**src/rv32i_instruction_executor_core_macros.svh**
```systemverilog
// Assertion macros shared by the executor RTL.
`ifndef RV32I_INSTRUCTION_EXECUTOR_CORE_MACROS_SVH
`define RV32I_INSTRUCTION_EXECUTOR_CORE_MACROS_SVH

// Antecedent implies consequent in the same cycle.
`define RV32IE_ASSERT_IMP(lbl, a, b) \
  lbl: assert property (@(posedge clk) disable iff (!rst_n) (a) |-> (b)) \
    else $error("executor assertion failed");

// Antecedent implies consequent in the next cycle.
`define RV32IE_ASSERT_NEXT(lbl, a, b) \
  lbl: assert property (@(posedge clk) disable iff (!rst_n) (a) |=> (b)) \
    else $error("executor assertion failed");

`endif

```
**src/rv32ie_pkg.sv**
```systemverilog
// Types, codes and helper functions of the RV32I executor.
package rv32ie_pkg;

  localparam int MEM_BYTES_DEF = 65536;
  localparam int NUM_REGS_DEF  = 32;

  localparam logic [2:0] ST_OK     = 3'd0;
  localparam logic [2:0] ST_ECALL  = 3'd1;
  localparam logic [2:0] ST_EBREAK = 3'd2;
  localparam logic [2:0] ST_UNSUP  = 3'd3;
  localparam logic [2:0] ST_BOUNDS = 3'd4;
  localparam logic [2:0] ST_MISAL  = 3'd5;
  localparam logic [2:0] ST_PCEND  = 3'd6;
  localparam logic [2:0] ST_HALTED = 3'd7;

  localparam logic [6:0] OPC_LUI    = 7'h37;
  localparam logic [6:0] OPC_AUIPC  = 7'h17;
  localparam logic [6:0] OPC_JAL    = 7'h6F;
  localparam logic [6:0] OPC_JALR   = 7'h67;
  localparam logic [6:0] OPC_BRANCH = 7'h63;
  localparam logic [6:0] OPC_LOAD   = 7'h03;
  localparam logic [6:0] OPC_STORE  = 7'h23;
  localparam logic [6:0] OPC_OPIMM  = 7'h13;
  localparam logic [6:0] OPC_OP     = 7'h33;
  localparam logic [6:0] OPC_SYSTEM = 7'h73;

  localparam logic [6:0]  F7_BASE = 7'h00;
  localparam logic [6:0]  F7_ALT  = 7'h20;
  localparam logic [31:0] UIMM_MASK   = 32'hFFFFF000;
  localparam logic [31:0] ECALL_WORD  = 32'h00000073;
  localparam logic [31:0] EBREAK_WORD = 32'h00100073;

  localparam logic [2:0] F3_ADD  = 3'd0;
  localparam logic [2:0] F3_SLL  = 3'd1;
  localparam logic [2:0] F3_SLT  = 3'd2;
  localparam logic [2:0] F3_SLTU = 3'd3;
  localparam logic [2:0] F3_XOR  = 3'd4;
  localparam logic [2:0] F3_SR   = 3'd5;
  localparam logic [2:0] F3_OR   = 3'd6;
  localparam logic [2:0] F3_AND  = 3'd7;

  localparam logic [2:0] F3_BEQ  = 3'd0;
  localparam logic [2:0] F3_BNE  = 3'd1;
  localparam logic [2:0] F3_BLT  = 3'd4;
  localparam logic [2:0] F3_BGE  = 3'd5;
  localparam logic [2:0] F3_BLTU = 3'd6;
  localparam logic [2:0] F3_BGEU = 3'd7;

  localparam logic [2:0] F3_LB  = 3'd0;
  localparam logic [2:0] F3_LH  = 3'd1;
  localparam logic [2:0] F3_LW  = 3'd2;
  localparam logic [2:0] F3_LBU = 3'd4;
  localparam logic [2:0] F3_LHU = 3'd5;
  localparam logic [2:0] F3_SW  = 3'd2;

  typedef struct packed {
    logic        operation;
    logic [31:0] instruction;
    logic [13:0] preload_word_address;
    logic [31:0] preload_data;
  } in_word_t;

  typedef struct packed {
    logic [2:0]  status;
    logic [31:0] next_pc;
    logic        reg_write;
    logic [4:0]  reg_index;
    logic [31:0] reg_value;
  } out_word_t;

  typedef struct packed {
    logic [3:0]      we;
    logic            re;
    logic [3:0][7:0] wdata;
  } dmem_req_t;

  typedef struct packed {
    logic        ok;
    logic [31:0] res;
  } alu_res_t;

  function automatic alu_res_t alu_op(input logic [2:0] f3, input logic [6:0] f7,
                                      input logic [31:0] a, input logic [31:0] b,
                                      input logic reg_form);
    alu_res_t   r;
    logic [4:0] sh;
    r.ok  = 1'b1;
    r.res = '0;
    sh    = b[4:0];
    case (f3)
      F3_ADD: begin
        if (reg_form && f7 == F7_ALT) r.res = a - b;
        else r.res = a + b;
        if (reg_form && f7 != F7_BASE && f7 != F7_ALT) r.ok = 1'b0;
      end
      F3_SLL: begin
        r.res = a << sh;
        if (f7 != F7_BASE) r.ok = 1'b0;
      end
      F3_SR: begin
        if (f7 == F7_ALT) r.res = 32'($signed(a) >>> sh);
        else r.res = a >> sh;
        if (f7 != F7_BASE && f7 != F7_ALT) r.ok = 1'b0;
      end
      F3_SLT:  r.res = {31'd0, $signed(a) < $signed(b)};
      F3_SLTU: r.res = {31'd0, a < b};
      F3_XOR:  r.res = a ^ b;
      F3_OR:   r.res = a | b;
      default: r.res = a & b;
    endcase
    if (reg_form && f7 != F7_BASE && f3 != F3_ADD && f3 != F3_SLL && f3 != F3_SR)
      r.ok = 1'b0;
    return r;
  endfunction

endpackage

```
**src/rv32ie_regfile.sv**
```systemverilog
// Register file with two registered read ports, write bypass and reset valid bits.
module rv32ie_regfile #(
  parameter int NREGS = rv32ie_pkg::NUM_REGS_DEF,
  localparam int AW = $clog2(NREGS)
) (
  input  logic          clk,
  input  logic          rst_n,
  input  logic          we,
  input  logic [AW-1:0] waddr,
  input  logic [31:0]   wdata,
  input  logic          re,
  input  logic [AW-1:0] raddr1,
  input  logic [AW-1:0] raddr2,
  output logic [31:0]   rdata1,
  output logic [31:0]   rdata2
);
  import rv32ie_pkg::*;

  logic [31:0]      mem [NREGS];
  logic [NREGS-1:0] vld_r;
  logic [31:0]      rd1_r, rd2_r, bd_r;
  logic             byp1_r, byp2_r, v1_r, v2_r;

  always_ff @(posedge clk) begin
    if (we) mem[waddr] <= wdata;
    if (re) begin
      rd1_r <= mem[raddr1];
      rd2_r <= mem[raddr2];
      bd_r  <= wdata;
    end
  end

  always_ff @(posedge clk) begin
    if (!rst_n) begin
      vld_r  <= '0;
      byp1_r <= 1'b0;
      byp2_r <= 1'b0;
      v1_r   <= 1'b0;
      v2_r   <= 1'b0;
    end else begin
      if (we) vld_r[waddr] <= 1'b1;
      if (re) begin
        byp1_r <= we && waddr == raddr1;
        byp2_r <= we && waddr == raddr2;
        v1_r   <= vld_r[raddr1];
        v2_r   <= vld_r[raddr2];
      end
    end
  end

  assign rdata1 = byp1_r ? bd_r : (v1_r ? rd1_r : 32'd0);
  assign rdata2 = byp2_r ? bd_r : (v2_r ? rd2_r : 32'd0);

endmodule

```
**config.mk**
```make
export PLATFORM = sky130hd
export DESIGN_NAME = rv32ie_regfile
export DESIGN_NICKNAME = d
export VERILOG_FILES = /design/src/rv32i_instruction_executor_core_macros.svh /design/src/rv32ie_pkg.sv /design/src/rv32ie_regfile.sv
export SDC_FILE = /design/constraint.sdc
export NUM_CORES = 1
export LEC_CHECK = 0
export ABC_CLOCK_PERIOD_IN_PS = 3950
export BUFFER_PORTS_ARGS = -buffer_cell sky130_fd_sc_hd__buf_2
export CAP_MARGIN = 20
export CORE_ASPECT_RATIO = 1.25
export CORE_MARGIN = 5
export CORE_UTILIZATION = 63
export DETAILED_ROUTE_END_ITERATION = 8
export PLACE_DENSITY_LB_ADDON = 0.2
export SLEW_MARGIN = 20
export SYNTH_ARGS = -nofsm -noshare
export SYNTH_HDL_FRONTEND = slang
export SYNTH_SLANG_ARGS = --single-unit
```
**constraint.sdc**
```tcl
create_clock -name clk -period 3.95 [get_ports clk]
set_input_delay 0.79 -clock clk [delete_from_list [all_inputs] [get_ports clk]]
set_output_delay 0.79 -clock clk [all_outputs]
set_load 0.05 [all_outputs]
```
==> results of run 1 <==
[worst max-delay path: cells and delay by family (launching register included)]
family | cells | cell delay [ns]
buf+inv | 2 | 0.73
compound gates | 1 | 0.34
flops | 1 | 1.07
[state kept, by name, summed over array words and instances, names as in the netlist]
| name | count |
|---|---|
| v2_r | 1 |
| v1_r | 1 |
| byp2_r | 1 |
| byp1_r | 1 |
| rd2_r | 32 |
| mem | 1024 |
| vld_r | 32 |
| bd_r | 32 |
| rd1_r | 32 |
[power by group through the flow]
stage	logic, mW	registers [mW]	clock network [mW]
floorplan	1.49	14.0	0
global placement	2.19	14.0	0
detailed placement	2.23	14.1	0
CTS	2.24	13.8	10.6
global route	2.35	13.8	11.2
finish	2.24	13.8	10.5
[placed cells by master, fill, tap and decap left out, types with 5 or more instances in the layout]
cell	count
clkinvlp_4	8
nand2b_1	6
nor2_4	32
nand2_1	11
bufinv_16	11
clkinv_2	18
clkbuf_8	9
dfxtp_1	34
a22o_1	64
nand3b_1	5
a21oi_1	6
edfxtp_1	1120
buf_2	105
mux2i_1	32
a22oi_1	8
xor2_1	8
clkbuf_16	110
o21a_1	32
clkbuf_1	26
clkinv_1	17
nand3_1	10
mux4_2	640
buf_12	55
buf_4	67
mux2_2	64
[per-layer routing]
metal	GRT usage, %	up-vias	routed length [um]
met5	0	-	44
met3	8.00	370	18700
li1	-	10500	-
met1	46.0	14800	47800
met2	53.3	2223	72300
met4	11.2	6	5700
[path summary, 6_finish.rpt]
check / endpoint / slack [ns] / cells past startpoint
setup / recovery: rdata2[8] / 0.30 / 3
hold / removal: vld_r[20] / 0.50 / 1
setup reg to reg: rd2_r[22] / 1.95 / 3
hold reg to reg: vld_r[20] / 0.50 / 1
[logic make-up after synthesis]
kind of cell / after synthesis / share of synthesized area (%)
DFF: 1156 / 65.8
buffers and inverters: 186 / 1.76
xor gates and xnor gates: 10 / 0.168
AOI/OAI and AO/OA: 118 / 1.81
muxes: 736 / 29.6
and+or+nand+nor: 85 / 0.801
[cell type report]
| cell class | instances | area [sq um] | area share [%] |
|---|---|---|---|
| diodes | 4 | 10.0 | 0.0171 |
| clock buffers | 145 | 2970 | 5.07 |
| clock inverters | 60 | 601 | 1.02 |
| multi-input cells | 949 | 17200 | 29.2 |
| flip-flops and latches | 1156 | 34400 | 58.6 |
| well taps | 1080 | 1350 | 2.30 |
| repair buffers | 234 | 2220 | 3.79 |
[metrics by stage]
| stage | hold slack [ns] | setup slack, ns | utilization (%) | power [mW] | instances |
|---|---|---|---|---|---|
| after floorplan | 0.461 | 0.538 | - | 15.5 | 2291 |
| after global placement | 0.471 | 0.767 | 66.7 | 16.2 | 3419 |
| after detailed placement | 0.482 | 0.752 | 66.7 | 16.3 | 3419 |
| after CTS | 0.466 | 0.279 | 71.1 | 26.7 | 3624 |
| after global routing | 0.506 | 0.321 | 71.1 | 27.4 | 3627 |
| final | 0.497 | 0.298 | 71.1 | 26.6 | 3628 |
==> results.md, run 1 <==
* Final period util at 92.5%
* Slowest-stage cell, CP: dfxtp_2
* Worst-path clk slew at 0.06 ns
* WP data required at 3.16 ns
* DR vias at 27900
* CTS tree: built
* Crit-path max FO at 26
* Share of the synthesized area in the top cell type at 64.5%
* Antenna Nets Post-Route at 0
* Clock skew at 0.0178 ns
* Setup violations, final at 0
* Combinational power share at 8.4%
* Largest net degree at the start of global routing at 60
* DR WL/cell at 39.9 um
* Final hold viol count at 0
* Post-route design area at 0.0587 sq mm
* Clock buffer depth at 3
* Worst-path cell chain: buf_4 -> a22o_1 -> buf_2
* Routed wire length at 145000 um
* Max Freq at 274 MHz
* Share of layout cells above drive strength 1 at 44.8%
* Fin Setup TNS at 0 ns
* Distinct cells, synth at 32
* Worst Hold Class: reg2reg
* Worst skew pair latency at 0.69 ns
* Slew @ Worst Pin at 1.12 ns
* Final slew viol count at 0
* Post-synth top flop: edfxtp_1
* # DRC at 0
* Root buffer cell: clkbuf_16
* Arrival time at the worst endpoint at 2.86 ns
* Mapped Nets at 2342
* Async SR Flop Fraction at 0%
* Sw Share at 22.0%
* GRT Total Usage at 33.2%
* PD cells at 453 mW/mm^2
* Critical path launch point type: flop
* Internal power at 20.7 mW
* Normalized max-slew margin at 25.0%
* Hold-fix buffers at CTS at 0
* Switching power at 5.85 mW
* Post-synthesis sequential area ratio at 65.8%
* Die height at 332 um
* Area contributors post-synth: edfxtp_1, mux4_2, dfxtp_1, mux2_2, a22o_1
* Commonest cells in the synthesized netlist: edfxtp_1, mux4_2, clkbuf_1
* Nets at 2500
* Top cell type by total area after synthesis: edfxtp_1
* Number of DRC markers in iteration 0 at 4223
* CP startpoint: byp2_r
* Fillers at 4673
* Core ar. at 0.0825 sq mm
* Input/output buffers at 114
* Crit end category: output pin
* Sequential Power Share at 52.0%
* Peak supply drop at 0.000396 V
* IO Pins at 115
* Syn Area/Cell at 22.8 sq um
* HPWL after DPL at 77700 um
* R2r startpoint: mem[22][22]
* Postcts setup bufs at 0
* GPL Wtd Cong at 0.828
* Max-cap viol count at 0
* Syn. warnings at 0
* #FFs+latches synth at 1156
* Dpl cell area at 0.0551 sq mm
* Min-delay src: vld_r[20]
* Unrepaired setup endpoints after global routing: no
* Critical path's largest stage delay at 1.07 ns
* Die width at 267 um
* Vias per Instance at 7.70
* Synth Instances at 2291
* 1st-pass router iterations at 5
* Outcome: finished clean
* Area growth syn-to-layout at 12.5%
* Number of synthesized flops with an enable pin at 1120
* Setup CP Type: reg2out
* Post-Syn Area at 0.0522 sq mm
* Lkg Pwr at 18.6 nW
* Top-count cell post-synth: edfxtp_1
* Gr ovfl total at 0
* Initial core utilization at 63.2%
* CTS Buf Count at 108
* Number of global-route vias before repair at 29200
* Clock share of power at 39.6%
* Sink Count at 1156
* CTS resizes at 0
* DIE AREA at 0.0887 sq mm
* Std-Cell Rows at 118
* Minimum clock period at 3.65 ns
* First-pass GRT wire length at 209000 um
* Initial antenna violation count at 6
* CTS H-Tree Depth at 3
(Power assumes the default switching activity.)
==> run 2, diff against run 1 <==
BUFFER_PORTS_ARGS = unset   (was -buffer_cell sky130_fd_sc_hd__buf_2)
CORE_UTILIZATION = 64   (was 63)
DONT_BUFFER_PORTS = 1   (was unset)
==> run 2 against run 1 <==
Against the previous run:
- combinational power decreased by 34%
- first-iteration DRC count down 21%
- critical path depth grew 1
- final area is 3.3% lower
- highest routed layer unchanged
- worst setup slack better by 0.35 ns
- wire length shrank 6.3%
- sequential power barely moved
==> results.md, run 2 (synthesis results as in run 1) <==
* Peak supply drop at 0.000504 V (+27%)
* Max Freq at 303 MHz (+11%)
* Worst-path cell chain: nor2b_4 -> buf_12 -> buf_4 -> a22o_1
* Area growth syn-to-layout at 8.78%
* Routed wire length at 135000 um (-6.3%)
* Final hold viol count at 0 (unchanged)
* Final period util at 83.6% (-8.9 points)
* Top Family by Delay on Critical Path: simple AND/OR/NAND/NOR gates
* Sink Count at 1156 (unchanged)
* Routed wl met2 at 69600 um (-3.7%)
* Unrepaired setup endpoints after global routing: no
* Die width at 265 um (-0.76%)
* HPWL after DPL at 70000 um (-9.9%)
* Number of global-route vias before repair at 28000 (-4.0%)
* CTS Buf Count at 109 (+0.93%)
* CTS H-Tree Depth at 3 (unchanged)
* Most common cell after layout, fill and taps aside: edfxtp_1
* Tot Pwr at 25.5 mW (-4.1%)
* Normalized max-slew margin at 41.1% (+16 points)
* Hold-fix buffers at CTS at 0 (unchanged)
* Clock buffer depth at 3 (unchanged)
* GPL Wtd Cong at 0.793 (-4.3%)
* CTS tree: built
* Setup CP Type: reg2out
* Antenna Nets Post-Route at 0 (unchanged)
* Clock skew at 0.0237 ns (+0.00586 ns)
* DRT met1 WL at 45200 um (-5.5%)
* Crit-path max FO at 15 (-42%)
* Max-cap viol count at 0 (unchanged)
* Arrival time at the worst endpoint at 2.51 ns (-0.35 ns)
* Largest net degree at the start of global routing at 274 (+360%)
* Placed insts at 3225 (-5.7%)
* Number of DRC markers in iteration 0 at 3341 (-21%)
* WP data required at 3.16 ns (about the same)
* GRT Total Usage at 31.5% (-1.7 points)
* Vias per Instance at 7.74 (+0.51%)
* Critical path launch point type: flop
* Post-route design area at 0.0568 sq mm (-3.3%)
* CTS resizes at 0 (unchanged)
* Gr ovfl total at 0 (unchanged)
* Initial antenna violation count at 3 (-3)
* DR WL met3 at 14300 um (-24%)
* Outcome: finished clean
* Final slew viol count at 0 (unchanged)
* Crit end category: output pin
* Initial core utilization at 64.2% (+1.0 points)
* Min-delay src: wdata[7]
* Input/output buffers at 0 (-100%)
* Fin Setup TNS at 0 ns (unchanged)
* DIE AREA at 0.0874 sq mm (-1.5%)
* Dpl cell area at 0.0533 sq mm (-3.2%)
* Top reg by flops: mem
* Die height at 329 um (-0.76%)
* Minimum clock period at 3.30 ns (-0.351 ns)
* Antenna Cells at 0 (-4)
* DR vias at 26500 (-5.0%)
* Non-Filler Instances at 3429 (-5.5%)
* Hold Slack at 0.194 ns (-0.303 ns)
* Std-Cell Rows at 117 (-0.85%)
* 1st-pass router iterations at 7 (+2)
* Root buffer cell: clkbuf_16
* Critical path's largest stage delay at 0.55 ns (-0.52 ns)
* Slowest-stage cell, CP: nor2b_4
* Nets at 2316 (-7.4%)
* PD cells at 449 mW/mm^2 (-0.83%)
* # DRC at 0 (unchanged)
* Worst skew pair latency at 0.69 ns (about the same)
* Highest metal used: met5
* DR WL/cell at 39.5 um (-0.89%)
* Most frequent cells in the layout: edfxtp_1, mux4_2, clkbuf_16, mux2_2, a22o_1
* Worst-path clk slew at 0.06 ns (about the same)
* Max reg flops at 1024 (unchanged)
* Slew @ Worst Pin at 0.883 ns (-0.242 ns)
* CP Buf/Inv Count at 2 (unchanged)
* R2r startpoint: mem[11][7]
* Lkg Pwr at 17.4 nW (-6.2%)
* CP startpoint: v1_r
* First-pass GRT wire length at 196000 um (-5.9%)
* Postcts setup bufs at 0 (unchanged)
* IO Pins at 115 (unchanged)
* Core ar. at 0.0812 sq mm (-1.6%)
* Setup violations, final at 0 (unchanged)
* Worst Hold Class: in2reg
* Share of layout cells above drive strength 1 at 39.6% (-5.2 points)
[run 2: final timing paths]
kind         depth (start not counted)   endpoint  slack (ns)
min                                  0  mem[9][7]        0.19
max reg2reg                          3   rd1_r[7]        1.89
max                                  4  rdata1[0]        0.65
min reg2reg                          1  vld_r[24]        0.49
[run 2: power by group]
| group | internal [mW] | total, mW | leakage, nW | switching (mW) |
|---|---|---|---|---|
| Clock | 5.74 | 10.2 | 1.68 | 4.48 |
| Combinational | 0.893 | 1.47 | 5.30 | 0.582 |
| Sequential | 13.7 | 13.8 | 10.5 | 0.110 |
[run 2: layout make-up]
cell class / instances / area, sq um
multi-input combinational: 949 / 17200
tap: 1071 / 1340
timing repair buffer: 49 / 468
fill: 4752 / 24500
clock buffer: 143 / 2940
clock inverter: 61 / 497
sequential: 1156 / 34400
[run 2: through the flow]
stage	utilization (%)	setup WS, ns
final	69.9	0.649
after floorplan	-	0.538
after detailed placement	65.6	1.01
after global placement	65.6	1.01
after global routing	69.9	0.537
after CTS	69.9	0.610
[run 2: routing by layer]
metal | vias to the layer above | global-route usage [%]
met3 | 310 | 6.31
li1 | 10200 | -
met2 | 1815 | 52.3
met5 | - | 0
met4 | 2 | 12.9
met1 | 14300 | 42.0
[run 2: worst register-to-register path, delay by kind of cell (launching register included)]
| kind | cells | cell delay (ns) |
|---|---|---|
| flops | 1 | 0.38 |
| mux | 3 | 1.42 |
